## config.mk

```make
export PLATFORM = sky130hd
export DESIGN_NAME = scs_ram
export DESIGN_NICKNAME = d
export VERILOG_FILES = /design/src/rtl/scs_ram.sv
export SDC_FILE = /design/constraint.sdc
export NUM_CORES = 1
export LEC_CHECK = 0
export ABC_AREA = 0
export BUFFER_PORTS_ARGS = -buffer_cell sky130_fd_sc_hd__buf_4
export CELL_PAD_IN_SITES_DETAIL_PLACEMENT = 2
export CELL_PAD_IN_SITES_GLOBAL_PLACEMENT = 2
export CORE_MARGIN = 4
export CORE_UTILIZATION = 29
export CTS_CLUSTER_SIZE = 25
export DETAILED_ROUTE_END_ITERATION = 6
export HOLD_SLACK_MARGIN = 0.12
export PLACE_DENSITY = 0.53
export SLEW_MARGIN = 5
export SYNTH_ARGS = -nofsm -noshare
export SYNTH_HDL_FRONTEND = slang
export SYNTH_SLANG_ARGS = --single-unit
```

## constraint.sdc

```tcl
create_clock -name clock -period 16.65 [get_ports clock]
set_input_delay 3.33 -clock clock [delete_from_list [all_inputs] [get_ports clock]]
set_output_delay 3.33 -clock clock [all_outputs]
set_load 0.01 [all_outputs]
```

## src/rtl/scs_ram.sv

```systemverilog
// generic single write port ram with registered read
`timescale 1ns / 1ps
`default_nettype none
module scs_ram #(
   parameter int WIDTH = 48,
   parameter int DEPTH = 10
) (
   input  wire logic                                      clock,
   input  wire logic                                      wr_en,
   input  wire logic [(DEPTH > 1 ? $clog2(DEPTH) : 1)-1:0] wr_addr,
   input  wire logic [WIDTH-1:0]                          wr_data,
   input  wire logic [(DEPTH > 1 ? $clog2(DEPTH) : 1)-1:0] rd_addr,
   output logic      [WIDTH-1:0]                          rd_data
);

   logic [WIDTH-1:0] mem_ff [DEPTH];

   always_ff @(posedge clock) begin
      if (wr_en) begin
         mem_ff[wr_addr] <= wr_data;
      end
      rd_data <= mem_ff[rd_addr];
   end

endmodule
`default_nettype wire
```

Yosys cells after proc, flatten, opt, wreduce, memory -nomap -nowiden
Memories as Yosys holds them, arrays and structs flattened. A register that Yosys moved wholly into a read port is not among the register bits.
Cells that the tools add are included.
{"block": "totals", "out_inout_bits": 48, "n_memories": 1, "ramBits": 480, "word_cells": 3, "inputBits": 58, "regBits": 0}
{"block": "op_classes", "n_mux": 2}
{"name": "mem_ff", "depth": 10, "width": 48, "rd": 1, "rd_clocked_by_memory_dff": 1, "write_ports": 1, "line_no": "16", "source": "logic [WIDTH-1:0] mem_ff [DEPTH];"}
{"op": "two-way mux 1 bit", "n": 2}

Depth between registers and ports, before layout
Gate-level depths: netlist of the first run.
{"block": "logic_depth", "word_depth": 2, "depth_mapped": 6, "ltp_nobuf": 3}

Least setup slack after synthesis of the first run
OpenSTA, ideal clock, no wires.
{"block": "synth_path", "kind": "input -> register", "from": "in wr_addr[2] (netlist name)", "to": "mem mem_ff[0][0] (enable)", "setup_time_ns": 0.513, "required_ns": 16.137, "slack_ns": 9.014, "arrival_time_ns": 7.122, "path_stages": 2, "path_buffers": 0, "cell_sequence": "or3b_2 nor3_1"}
{"element": "start: declaration", "line_no": "10", "source": "input wire logic [(DEPTH > 1 ? $clog2(DEPTH) : 1)-1:0] wr_addr,"}
{"element": "end: declaration", "line_no": "16"}
Straight into the memory's write port.

==> impl_metrics.env, run 1 <==
export IMPL_setup_tns_ps=0
export IMPL_syn_num_nets=1096
export IMPL_pwr_density_cell_nw_per_um2=127
export IMPL_path_max_fanout=147
export IMPL_syn_area_sq_um=19700
export IMPL_ir_drop_v=0.0000681
export IMPL_ys_types=21
export IMPL_die_w_um=269
export IMPL_gp_congestion=0.650
export IMPL_cts_root_buf="clkbuf_16"
export IMPL_grt_pass1_vias=11100
export IMPL_max_slew_margin_rel_pct=32.3
export IMPL_grt_overflow=0
export IMPL_clock_path_buffers=3
export IMPL_die_h_um=269
export IMPL_final_layout_size_suffix_gt1_share_pct=30.3
export IMPL_worst_slew_pin_slew_ps=1020
export IMPL_dp_hpwl_um=22000
export IMPL_cts_resized=0
export IMPL_hold_violations=0
export IMPL_cts_sinks=528
export IMPL_wl_um=48100
export IMPL_clock_latency_ps=600
export IMPL_clk_pin_slew_worst_paths_ps=60
export IMPL_nNetsFinal=1219
export IMPL_synth_warnings=0
export IMPL_cts_setup_buffers=0
export IMPL_cts_made_buffers=58
export IMPL_dr_first_iter_drc_count=551
export IMPL_grt_max_degree=148
export IMPL_endpoint_kind="flip-flop"
export IMPL_timing_fmax_mhz=196
export IMPL_die_area_sq_um=72200
export IMPL_io_buffers=105
export IMPL_power_mw=2.97
export IMPL_viasPerCell=4.70
export IMPL_io_pins=106
export IMPL_maxCapViolations=0
export IMPL_synth_seq_cells=528
export IMPL_post_route_util_pct=34.8
export IMPL_cts_tree="built"
export IMPL_syn_inst=1038
export IMPL_antenna_found_initial=3
export IMPL_fp_row_count=95
export IMPL_grt_total_usage_pct=13.5
export IMPL_wl_per_cell_um=23.1
export IMPL_final_max_slew_viol_count=0
export IMPL_drcViolationCount=0
export IMPL_fin_crit_sh_pct=30.6
export IMPL_syn_avg_cell_area_sq_um=19.0
export IMPL_vias=9798
export IMPL_status="finished, final reports clean"
export IMPL_initial_utilization_pct=29.3
export IMPL_fin_crit_ps=5090
export IMPL_required_ps=17160
export IMPL_yosysSeqAreaShare_pct=78.0
export IMPL_hold_slack_ps=574
export IMPL_worstPathArrival_ps=5600
export IMPL_syn_to_final_growth_pct=18.9
export IMPL_critical_path_class="primary input to flip-flop"
export IMPL_hold_buffers=0
export IMPL_leakagePower_nw=7.95
export IMPL_grt_pass1_wl_um=72100
export IMPL_layout_common_cells="edfxtp_1, mux2_2, buf_4"
export IMPL_startpoint_type="primary input"
export IMPL_fin_ws_ps=11560
export IMPL_htree_levels=2
export IMPL_place_worst_setup_slack_ps=10880
export IMPL_rsz0062_at_grt="no"
export IMPL_postRouteAntennaNets=0
export IMPL_finalSetupViolations=0
export IMPL_core_sq_um=67300
export IMPL_skew_ps=10.7
export IMPL_hold_class="flip-flop to flip-flop"
export IMPL_mostFrequentLayoutCell="edfxtp_1"
export IMPL_first_pass_iters=4
[power breakdown]
part | internal, mW | switching (mW)
sequential | 1.48 | 0.0107
combinational | 0.0638 | 0.0878
clock | 0.820 | 0.511
[synthesized netlist by cell type, drive strengths merged]
library cell / instances / area, sq um
a22o: 48 / 420
buf: 34 / 302
clkbuf: 24 / 90.1
dfxtp: 48 / 961
edfxtp: 480 / 14400
mux2: 144 / 1620
mux2i: 96 / 961
nand2: 50 / 188
nand2b: 3 / 18.8
nand3b: 2 / 15.0
nor2: 8 / 30.0
nor2b: 1 / 6.26
nor3: 3 / 15.0
o22ai: 48 / 300
o31ai: 48 / 360
or3b: 1 / 8.76
[stage by stage]
| step | area, sq um | cells |
|---|---|---|
| floorplan | 19700 | 1038 |
| global placement | 21400 | 1974 |
| detailed placement | 21400 | 1974 |
| CTS | 23400 | 2082 |
| global route | 23400 | 2082 |
| finish | 23400 | 2085 |
[path summary, 6_finish.rpt]
| kind | start | end | slack (ps) | depth (start not counted) |
|---|---|---|---|---|
| max reg2reg | mem_ff[7][19] | rd_data[19] | 15470 | 3 |
| min | mem_ff[9][33] | rd_data[33] | 570 | 3 |
| min reg2reg | mem_ff[9][33] | rd_data[33] | 570 | 3 |
| max | rd_addr[0] | rd_data[39] | 11560 | 5 |
[sequential cells by signal (all words and copies together) (netlist names)]
register and flops:
mem_ff 480, rd_data 48
[critical path, cell delays in order]
cell and delay [ps]:
buf_8 580, buf_12 740, mux2i_1 220, a22o_1 300, o31ai_1 220
[routing by layer]
layer / global-route usage [%] / part of all wire [%]
met1: 17.2 / 44
met2: 23.7 / 50
met3: 2.76 / 4.1
met4: 3.19 / 1.8
met5: 0 / 0.027
[layout make-up]
cell class	instances	area, sq um
antenna	3	7.51
clock buffer	90	1780
clock inverter	18	234
fill	6551	43800
multi-input combinational	452	4030
sequential	528	15400
tap	873	1090
timing repair buffer	121	928
[kinds of logic (layout without fill, tap and decap cells)]
group,after synthesis,in the layout,share of synthesized area (%)
flops,528,528,78.0
mux,240,240,13.1
compound gates,144,144,5.48
simple gates,68,68,1.43
buf+inv,58,229,1.99
other cells,0,3,0
Power figures use the tool's default switching activity.
==> run 2: changes to the inputs <==
PLACE_DENSITY = 0.55   (was 0.53)
clock period = 4.2 ns   (was 16.65 ns; I/O delays follow)
==> impl_metrics.env, run 2 (synthesis gave the netlist of run 1 again) <==
export IMPL_cts_root_buf="clkbuf_16"
export IMPL_hold_depth=1
export IMPL_holdPathEnd="mem_ff[9][28]"
export IMPL_hold_violations=0
export IMPL_grt_total_usage_pct=13.2
export IMPL_cts_made_buffers=57
export IMPL_r2r_end="rd_data[38]"
export IMPL_hold_buffers=0
export IMPL_top_register="mem_ff"
export IMPL_io_buffers=105
export IMPL_r2r_start="mem_ff[6][38]"
export IMPL_required_ps=4650
export IMPL_clk_pin_slew_worst_paths_ps=60
export IMPL_vias=9739
export IMPL_htree_levels=2
export IMPL_fin_crit_sh_pct=52.8
export IMPL_cts_setup_buffers=0
export IMPL_die_area_sq_um=72200
export IMPL_fin_crit_ps=2220
export IMPL_r2r_slack_ps=2830
export IMPL_path_max_fanout=36
export IMPL_ir_drop_v=0.000288
export IMPL_cts_tree="built"
export IMPL_endpoint_kind="flip-flop"
export IMPL_clock_path_buffers=3
export IMPL_placement_cell_area_sq_um=21600
export IMPL_grt_pass1_wl_um=71700
export IMPL_grt_overflow=0
export IMPL_largest_reg_flops=480
export IMPL_hold_slack_ps=489
export IMPL_critical_path_class="primary input to flip-flop"
export IMPL_nNetsFinal=1228
export IMPL_antenna_found_initial=1
export IMPL_worstPathArrival_ps=2670
export IMPL_cts_resized=0
export IMPL_place_worst_setup_slack_ps=1320
export IMPL_final_cell_area_sq_um=23300
export IMPL_setup_tns_ps=0
export IMPL_clock_latency_ps=610
export IMPL_final_layout_size_suffix_gt1_share_pct=29.7
export IMPL_maxCapViolations=0
export IMPL_core_sq_um=67300
export IMPL_final_max_slew_viol_count=0
export IMPL_finalSetupViolations=0
export IMPL_io_pins=106
export IMPL_wl_per_cell_um=22.6
export IMPL_grt_pass1_vias=11000
export IMPL_leakagePower_nw=7.89
export IMPL_startpoint_type="primary input"
export IMPL_initial_utilization_pct=29.3
export IMPL_fin_ws_ps=1980
export IMPL_drcViolationCount=0
export IMPL_fin_cells=2089
export IMPL_dr_first_iter_drc_count=531
export IMPL_viasPerCell=4.66
export IMPL_max_slew_margin_rel_pct=27.3
export IMPL_die_w_um=269
export IMPL_grt_max_degree=72
export IMPL_die_h_um=269
export IMPL_power_mw=11.3
export IMPL_pwr_density_cell_nw_per_um2=484
export IMPL_layout_common_cells="edfxtp_1, mux2_2, buf_4"
export IMPL_dp_hpwl_um=27200
export IMPL_first_pass_iters=5
export IMPL_min_from="wr_data[28]"
export IMPL_hold_class="primary input to flip-flop"
export IMPL_mostFrequentLayoutCell="edfxtp_1"
export IMPL_syn_to_final_growth_pct=18.4
export IMPL_reg2reg_depth=3
export IMPL_post_route_util_pct=34.7
export IMPL_wl_um=47200
export IMPL_fillers=6658
export IMPL_fp_row_count=95
export IMPL_rsz0062_at_grt="no"
export IMPL_worst_slew_pin_slew_ps=1090
export IMPL_skew_ps=24.6
export IMPL_dp_cells=1984
export IMPL_top_regs="mem_ff x480, rd_data x48"
export IMPL_cts_sinks=528
export IMPL_timing_fmax_mhz=451
export IMPL_postRouteAntennaNets=0
export IMPL_gp_congestion=0.684
export IMPL_status="finished, final reports clean"
==> run 2: worst max path at each step <==
stage / start / end / slack, ps / cells past startpoint
finish: rd_addr[1] / rd_data[1] / 1980 / 5
global route: wr_addr[2] / mem_ff[0][39] / 1930 / 4
CTS: rd_addr[1] / rd_data[1] / 1960 / 5
detailed placement: rd_addr[1] / rd_data[1] / 1320 / 5
global placement: rd_addr[1] / rd_data[1] / 1320 / 5
floorplan: wr_addr[2] / mem_ff[3][0] / 340 / 2
==> run 2: routing by layer <==
layer,vias to the layer above,GRT usage [%],routed length [um]
met3,57,2.37,1930
li1,4412,-,-
met2,153,22.7,23600
met4,0,3.00,698
met5,-,0,0
met1,5117,17.4,21000
==> run 2: cell type report <==
type                    count  area [sq um]  area share [%]
clock buffers              78          1560            6.67
diodes                      1          2.50          0.0107
clock inverters            26           200           0.858
repair buffers            131          1050            4.52
flip-flops and latches    528         15400            65.9
multi-input cells         452          4050            17.4
well taps                 873          1090            4.68
==> run 2: report_power, final <==
part | leakage (nW) | internal [mW] | switching [mW]
clock network | 0.854 | 2.76 | 1.99
registers | 4.74 | 5.87 | 0.0403
logic | 2.30 | 0.261 | 0.366
==> run 2: critical path: stages <==
cell	delay, ps
buf_4	120
nand2b_2	850
buf_4	370
o22ai_1	130
o31ai_1	360
==> run 3: changes to the inputs <==
ABC_AREA = 1   (was 0)
PLACE_DENSITY = 0.61   (was 0.55)
clock period = 1.8 ns   (was 4.2 ns; I/O delays follow)
==> impl_metrics.env, run 3 <==
export IMPL_yosys_area_top_type_share_pct=67.0
export IMPL_die_w_um=280
export IMPL_htree_levels=2
export IMPL_synth_area_leader_cell="edfxtp_1"
export IMPL_power_mw=27.5
export IMPL_antenna_found_initial=2
export IMPL_cts_made_buffers=58
export IMPL_final_max_slew_viol_count=0
export IMPL_synthFlopType="edfxtp_1"
export IMPL_hold_depth=4
export IMPL_grt_pass1_wl_um=97200
export IMPL_syn_avg_cell_area_sq_um=11.4
export IMPL_hold_violations=0
export IMPL_path_max_fanout=1
export IMPL_clock_path_buffers=3
export IMPL_grt_max_degree=57
export IMPL_wl_um=62900
export IMPL_drcViolationCount=0
export IMPL_worst_slew_pin_slew_ps=470
export IMPL_holdPathEnd="rd_data[9]"
export IMPL_max_stage_delay_ps=430
export IMPL_skew_ps=26.4
export IMPL_die_area_sq_um=78600
export IMPL_slowest_stage="dfxtp_1"
export IMPL_synth_edf_count=480
export IMPL_pwr_density_cell_nw_per_um2=1040
export IMPL_sw_frac_of_total_pct=23.2
export IMPL_viasPerCell=4.56
export IMPL_synth_warnings=0
export IMPL_grt_overflow=0
export IMPL_leakagePower_nw=10.7
export IMPL_critical_path_class="flip-flop to output pin"
export IMPL_p_clk_share_pct=42.7
export IMPL_grt_total_usage_pct=16.2
export IMPL_switchingPower_mw=6.39
export IMPL_gp_congestion=0.704
export IMPL_synth_seq_cells=528
export IMPL_syn_to_final_growth_pct=22.3
export IMPL_wl_per_cell_um=20.3
export IMPL_max_slew_margin_rel_pct=68.6
export IMPL_cts_sinks=528
export IMPL_pwr_share_comb_pct=7.1
export IMPL_finalSetupViolations=0
export IMPL_internal_power_mw=21.1
export IMPL_cpLargestDelayFamily="flip-flops"
export IMPL_hold_slack_ps=235
export IMPL_r2r_end="rd_data[4]"
export IMPL_yosysSeqAreaShare_pct=71.5
export IMPL_startpoint_type="flip-flop"
export IMPL_initial_utilization_pct=29.4
export IMPL_postRouteAntennaNets=0
export IMPL_synth_most_common_cell="edfxtp_1"
export IMPL_cp_cell_sequence="buf_4"
export IMPL_seq_power_share_pct=50.2
export IMPL_async_flop_share_pct=0
export IMPL_fp_row_count=99
export IMPL_io_pins=106
export IMPL_mostFrequentLayoutCell="edfxtp_1"
export IMPL_fin_crit_sh_pct=87.2
export IMPL_cts_root_buf="clkbuf_16"
export IMPL_maxCapViolations=0
export IMPL_cts_resized=0
export IMPL_io_buffers=105
export IMPL_ir_drop_v=0.000789
export IMPL_ys_types=17
export IMPL_synthTopCellsByCount="edfxtp_1, nand2_1, inv_1, nand3_1, nor2_1"
export IMPL_worstPathArrival_ps=1210
export IMPL_endpoint_kind="output pin"
export IMPL_yosys_top_cells_area="edfxtp_1, nand2_1, nand3_1"
export IMPL_post_route_util_pct=36.0
export IMPL_first_pass_iters=4
export IMPL_core_sq_um=73200
export IMPL_nNetsFinal=2142
export IMPL_reg2reg_depth=6
export IMPL_die_h_um=280
export IMPL_largest_reg_flops=480
export IMPL_top_register="mem_ff"
export IMPL_syn_area_sq_um=21500
export IMPL_cts_tree="built"
export IMPL_timing_fmax_mhz=637
export IMPL_dr_first_iter_drc_count=696
export IMPL_final_layout_size_suffix_gt1_share_pct=17.1
export IMPL_syn_num_nets=1953
export IMPL_clock_latency_ps=630
export IMPL_clk_pin_slew_worst_paths_ps=60
export IMPL_hold_class="primary input to flip-flop"
export IMPL_min_from="rd_addr[2]"
export IMPL_fin_crit_ps=1570
export IMPL_rsz0062_at_grt="no"
export IMPL_r2r_slack_ps=690
export IMPL_dp_hpwl_um=38600
export IMPL_vias=14100
export IMPL_path_buf_inv=1
export IMPL_syn_inst=1895
export IMPL_grt_pass1_vias=15800
export IMPL_required_ps=1440
export IMPL_r2r_start="mem_ff[1][4]"
export IMPL_layout_common_cells="edfxtp_1, nand2_1, inv_1"
export IMPL_top_regs="mem_ff x480, rd_data x48"
export IMPL_status="finished, final reports clean"
-- run 3: cell types whose count changed after synthesis, moves of 90 or more --
cell	change
nor2_1	+99
inv_1	+291
nand2_1	+393
nand2_2	+90
mux2_2	-144
nand3_1	+289
mux2i_1	-96
-- run 3: timing repair --
item                                   4_1_cts  5_1_grt
setup buffers                                0        0
hold buffers                                48        0
endpoints found under the hold margin      480        0
-- run 3: cell families (layout without fill, tap and decap cells) --
kind of cell | after synthesis | count (layout) | synth area share (%)
compound gates | 48 | 48 | 1.12
buf+inv | 389 | 628 | 8.47
simple gates | 930 | 930 | 19.0
flops | 528 | 528 | 71.5
other cells | 0 | 1 | 0
-- run 3: power by group through the flow --
stage               registers [mW]  logic [mW]  clock network, mW
floorplan                     14.1       0.926                  0
global placement              14.1        1.87                  0
detailed placement            14.1        1.92                  0
CTS                           13.8        2.03               12.1
global route                  13.8        2.19               12.7
finish                        13.8        1.96               11.7
-- run 3: final cells by class --
type	instances	area, sq um
clock inverters	27	267
flip-flops and latches	528	15400
well taps	959	1200
multi-input cells	978	4400
diodes	1	2.50
repair buffers	223	2350
clock buffers	83	1620
fillers	7602	46900
inverters	295	1120
-- run 3: worst min-delay path, cell delays in order --
cell and delay (ps):
buf_4 200, nand3_1 120, nand3_1 70, nand2_1 50
-- run 3: worst max path at each step --
stage	start	endpoint	cells after the start
global placement	wr_addr[2]	mem_ff[1][47]	6
CTS	rd_data[33]	rd_data[33]	1
finish	rd_data[33]	rd_data[33]	1
global route	rd_data[33]	rd_data[33]	1
floorplan	wr_addr[2]	mem_ff[4][0]	4
detailed placement	wr_addr[2]	mem_ff[1][47]	6
-- run 3: routing by layer --
metal	track usage, %	wire length, um	up-vias	part of all wire (%)
li1	-	-	6570	-
met5	0	13	-	0.021
met2	29.4	32200	157	51
met3	2.11	1710	79	2.7
met1	20.5	27800	7291	44
met4	3.72	1160	2	1.9
-- run 3: per-stage QoR --
step	instances	worst slack (ps)	instance area, sq um	setup TNS, ps
2_1_floorplan	1895	-492	21600	-120100
3_3_place_gp	2935	75.6	24000	0
3_5_place_dp	2935	68.5	24000	0
4_1_cts	3093	164	26300	0
5_1_grt	3093	178	26300	0
6_report	3094	230	26300	0
